<file path="config.mk">
export PLATFORM = sky130hd
export DESIGN_NAME = iriu_rsp_fifo
export DESIGN_NICKNAME = d
export VERILOG_FILES = /design/src/rtl/core/iriu_pkg.sv /design/src/rtl/core/iriu_rsp_fifo.sv
export SDC_FILE = /design/constraint.sdc
export NUM_CORES = 1
export LEC_CHECK = 0
export ABC_AREA = 1
export ABC_CLOCK_PERIOD_IN_PS = 6100
export CAP_MARGIN = 20
export CORE_MARGIN = 2
export CORE_UTILIZATION = 40
export CTS_BUF_LIST = sky130_fd_sc_hd__clkbuf_16
export DETAILED_ROUTE_END_ITERATION = 10
export DONT_BUFFER_PORTS = 1
export PLACE_DENSITY = 0.53
export SYNTH_ARGS = -nofsm -noshare
export SYNTH_HDL_FRONTEND = slang
export SYNTH_SLANG_ARGS = --single-unit
</file>
<file path="constraint.sdc">
create_clock -name clk -period 6.1 [get_ports clk]
set_clock_uncertainty 0.1 [all_clocks]
set_input_delay 0.915 -clock clk [delete_from_list [all_inputs] [get_ports clk]]
set_output_delay 0.915 -clock clk [all_outputs]
set_load 0.1 [all_outputs]
</file>
<file path="src/rtl/core/iriu_pkg.sv">
package iriu_pkg;

	// Word memory and register file geometry.
	localparam int MEM_WORDS = 65536;
	localparam int MEM_AW    = $clog2(MEM_WORDS);
	localparam int REG_COUNT = 16;
	localparam int REG_AW    = $clog2(REG_COUNT);

	// Field length and relocation are given in blocks of 256 words.
	localparam int BLOCK_SHIFT = 8;
	localparam int BASE_W      = 8;
	localparam int LENGTH_W    = 13;
	localparam int LIMIT_W     = LENGTH_W + BLOCK_SHIFT;
	localparam int PHYS_W      = LIMIT_W + 1;

	// Result queue between the pipeline and the output channel.
	localparam int FIFO_AW    = 3;
	localparam int FIFO_DEPTH = 1 << FIFO_AW;

	// Opcodes.
	localparam logic [3:0] OP_JMPZ    = 4'd0;
	localparam logic [3:0] OP_JMPP    = 4'd1;
	localparam logic [3:0] OP_SETK    = 4'd2;
	localparam logic [3:0] OP_LOADJK  = 4'd3;
	localparam logic [3:0] OP_STOREJK = 4'd4;
	localparam logic [3:0] OP_ADDJK   = 4'd5;
	localparam logic [3:0] OP_SUBK    = 4'd6;
	localparam logic [3:0] OP_NEGATE  = 4'd7;
	localparam logic [3:0] OP_ADDK    = 4'd8;
	localparam logic [3:0] OP_MUL     = 4'd9;
	localparam logic [3:0] OP_LOADK   = 4'd10;

	// Configuration register indexes.
	localparam logic REG_BASE   = 1'b0;
	localparam logic REG_LENGTH = 1'b1;

	typedef struct packed {
		logic        jump_taken;
		logic        bound_fault;
		logic        fault_flag;
		logic [63:0] written_value;
	} res_t;

endpackage

</file>
<file path="src/rtl/core/iriu_rsp_fifo.sv">
module iriu_rsp_fifo (
	input  logic                    clk,
	input  logic                    arst_n,
	input  logic                    push,
	input  iriu_pkg::res_t          push_word,
	input  logic                    pop,
	output iriu_pkg::res_t          head,
	output logic                    nonempty,
	output logic [iriu_pkg::FIFO_AW:0] count
);

	iriu_pkg::res_t                 store_q [iriu_pkg::FIFO_DEPTH];
	logic [iriu_pkg::FIFO_AW-1:0]   wr_ptr_q;
	logic [iriu_pkg::FIFO_AW-1:0]   rd_ptr_q;
	logic [iriu_pkg::FIFO_AW:0]     count_q;

	always_ff @(posedge clk) begin
		if (push) begin
			store_q[wr_ptr_q] <= push_word;
		end
	end

	always_ff @(posedge clk or negedge arst_n) begin
		if (!arst_n) begin
			wr_ptr_q <= '0;
			rd_ptr_q <= '0;
			count_q  <= '0;
		end else begin
			if (push) begin
				wr_ptr_q <= wr_ptr_q + 1'b1;
			end
			if (pop) begin
				rd_ptr_q <= rd_ptr_q + 1'b1;
			end
			count_q <= count_q + (iriu_pkg::FIFO_AW+1)'(push) - (iriu_pkg::FIFO_AW+1)'(pop);
		end
	end

	assign head     = store_q[rd_ptr_q];
	assign nonempty = (count_q != '0);
	assign count    = count_q;

endmodule

</file>
==> results.sh <==
export IMPL_min_path_cells=1
export IMPL_drive_gt1_frac=0.0499
export IMPL_grt_usage=0.179
export IMPL_syn_area_per_cell_um2=10.1
export IMPL_ctsRootBufferMaster="clkbuf_16"
export IMPL_num_antenna_cells=0
export IMPL_critical_path_most_common_cell="nand2_1"
export IMPL_fin_crit_ns=4.81
export IMPL_dp_slack_ns=1.91
export IMPL_violations="DRC"
export IMPL_path_max_fanout=166
export IMPL_cts_hold_buf=1
export IMPL_nets=2442
export IMPL_synth_mux_area_frac=0
export IMPL_clock_path_buffers=3
export IMPL_cap_violations=0
export IMPL_fin_ws_ns=1.29
export IMPL_cts_resized=0
export IMPL_ant_nets=0
export IMPL_critPathSlowestCell="dfrtp_4"
export IMPL_synth_compound_area_frac=0.000627
export IMPL_start_util=0.405
export IMPL_wl_um=55000
export IMPL_final_setup_tns_ns=0
export IMPL_met1_usage=0.229
export IMPL_synthTopCellsByArea="edfxtp_1 (67%), nand2_1 (14%), inv_1 (8.6%), nand3_1 (5.6%), buf_6 (1.1%)"
export IMPL_synth_top_family_by_area="simple AND/OR/NAND/NOR gates"
export IMPL_rows=89
export IMPL_finalHoldViolCount=0
export IMPL_busiest_layer="met2"
export IMPL_drt_pre_antenna_iters=8
export IMPL_syn_instance_count=2380
export IMPL_path_buf_inv=2
export IMPL_synth_fp_nets=2459
export IMPL_ys_seq_area_frac=0.682
export IMPL_relSlewSlack=0.303
export IMPL_die_w_um=249
export IMPL_end_kind="output pin"
export IMPL_cp_arrival_ns=3.80
export IMPL_place_congestion=0.729
export IMPL_clk_pin_slew_ns=0.06
export IMPL_crit_required_ns=5.08
export IMPL_fmax_mhz=208
export IMPL_drc=7
export IMPL_use_met2=0.302
export IMPL_htreeDepth=2
export IMPL_hpwl_um=28200
export IMPL_clock_sinks=546
export IMPL_wl_per_cell_um=17.3
export IMPL_vias=14700
export IMPL_numCtsBuffers=58
export IMPL_setup_viol=0
export IMPL_critPathLaunchType="flip-flop"
export IMPL_ys_ff_latch=546
export IMPL_netlist_area_mm2=0.0240
export IMPL_yosysUniqueCellTypes=19
export IMPL_synth_simple_area_share=0.196
export IMPL_path_class="reg2out"
export IMPL_crit_family="simple AND/OR/NAND/NOR gates"
export IMPL_viasPerCell=4.63
export IMPL_grt_max_degree=205
export IMPL_ys_warnings_count=0
export IMPL_outcome="finished, violations left"
export IMPL_r2r_cells=4
export IMPL_yosys_area_top_type="edfxtp_1"
export IMPL_portBuffers=0
export IMPL_drt_iter0_drc=920
export IMPL_die_h_um=249
export IMPL_grt_pass1_vias=14500
export IMPL_area_growth_pct=10.2
export IMPL_hold_class="in2reg"
export IMPL_fillers=5407
export IMPL_cpPeakStageDelay_ns=1.00
export IMPL_overflow=0
export IMPL_rsz0062_at_grt="no"
export IMPL_synth_xor_area_frac=0.00183
export IMPL_cts_tree="done"
export IMPL_path_cells="inv_8 > buf_12 > nand2_1 > nand3_1 > nand2_1 > nand2_1 > nand2_1"
export IMPL_global_route_usage_met3=0.0424
export IMPL_synth_top_area_share=0.672
export IMPL_cp_depth=7
export IMPL_core_mm2=0.0591
export IMPL_finalMaxSlewViolations=0
export IMPL_clk_insertion_delay_late_ns=0.61
export IMPL_period_share=0.789
export IMPL_grt_pass1_wl_um=84900
export IMPL_worstMarginPinSlew_ns=1.04
export IMPL_post_cts_buffers=0
export IMPL_die_area_mm2=0.0619
export IMPL_synth_fa_ha_area_frac=0.00449
export IMPL_antenna_found_initial=1
export IMPL_ios=143
state kept, by name (all words and copies together) (netlist names):
signal,count
store_q,536
count,4
rd_ptr_q,3
wr_ptr_q,3
stage by stage:
stage / hold WS, ns / area (um^2) / utilization / std cells
global placement: 0.415 / 24600 / 0.415 / 3075
finish: 0.279 / 26400 / 0.446 / 3178
global route: 0.258 / 26400 / 0.446 / 3178
floorplan: 0.390 / 24000 / - / 2380
CTS: 0.246 / 26400 / 0.446 / 3178
detailed placement: 0.448 / 24600 / 0.415 / 3075
cells in the final DEF (no fill, tap or decap):
master	synthesis	routed
bufinv_16	0	6
xnor2_1	1	1
ha_1	7	7
clkbuf_16	0	59
xor2_1	4	4
dfrtp_1	10	7
dfrtp_4	0	3
fa_1	1	1
nand3_1	270	270
a21oi_1	1	1
nand2_1	883	883
buf_12	0	3
clkinvlp_4	0	2
inv_1	551	561
inv_6	0	1
clkinv_1	0	11
or2_2	1	1
o21ai_0	2	2
dlygate4sd3_1	0	1
inv_4	2	1
nor2_4	0	8
clkinv_2	0	13
buf_4	13	22
edfxtp_1	536	536
inv_8	0	1
cells in the mapped netlist:
cell	count
buf_2	41
clkbuf_1	20
fa_1	1
xnor2_1	1
o21ai_0	2
dfrtp_1	10
buf_4	13
edfxtp_1	536
or2_2	1
buf_1	6
buf_6	23
nor2_1	8
nand3_1	270
nand2_1	883
a21oi_1	1
inv_1	551
xor2_1	4
inv_4	2
ha_1	7
routing by layer:
layer | vias to the layer above | share of wire
met4 | 2 | 0.021
met3 | 80 | 0.061
met2 | 254 | 0.48
met5 | - | 0.00024
met1 | 7034 | 0.44
li1 | 7334 | -
worst reg2reg max path: cells and delay by family, from the launching register on:
kind,cells,cell delay (ns)
buffers and inverters,2,1.24
flip-flops,1,0.41
AND/OR/NAND/NOR,2,0.52
kinds of logic after synthesis:
logic type | count (synthesis)
AO/OA/AOI/OAI | 3
XOR/XNOR | 5
adder cells (fa/ha/maj) | 8
buffers and inverters | 656
flip-flops | 546
AND/OR/NAND/NOR | 1162
cell type report:
cell class                 count  area, um^2  area share
clock buffer                  59        1480      0.0559
sequential                   546       16400       0.620
timing repair buffer          26         235     0.00891
clock inverter                43         347      0.0131
inverter                     553        2090      0.0791
multi-input combinational   1178        4930       0.187
tap                          773         967      0.0366
worst paths after layout:
kind	start	end	slack (ns)
min in group asynchronous	arst_n	wr_ptr_q[0]	0.61
setup / recovery	rd_ptr_q[0]	head[64]	1.29
max in group asynchronous	arst_n	rd_ptr_q[1]	4.91
hold reg to reg	wr_ptr_q[0]	wr_ptr_q[0]	0.46
setup reg to reg	wr_ptr_q[0]	store_q[2][43]	3.43
hold / removal	pop	rd_ptr_q[0]	0.28
Power is left out: the tool's default activity adds up to more than one toggle a clock period on the data nets, which glitch-free logic cannot reach.
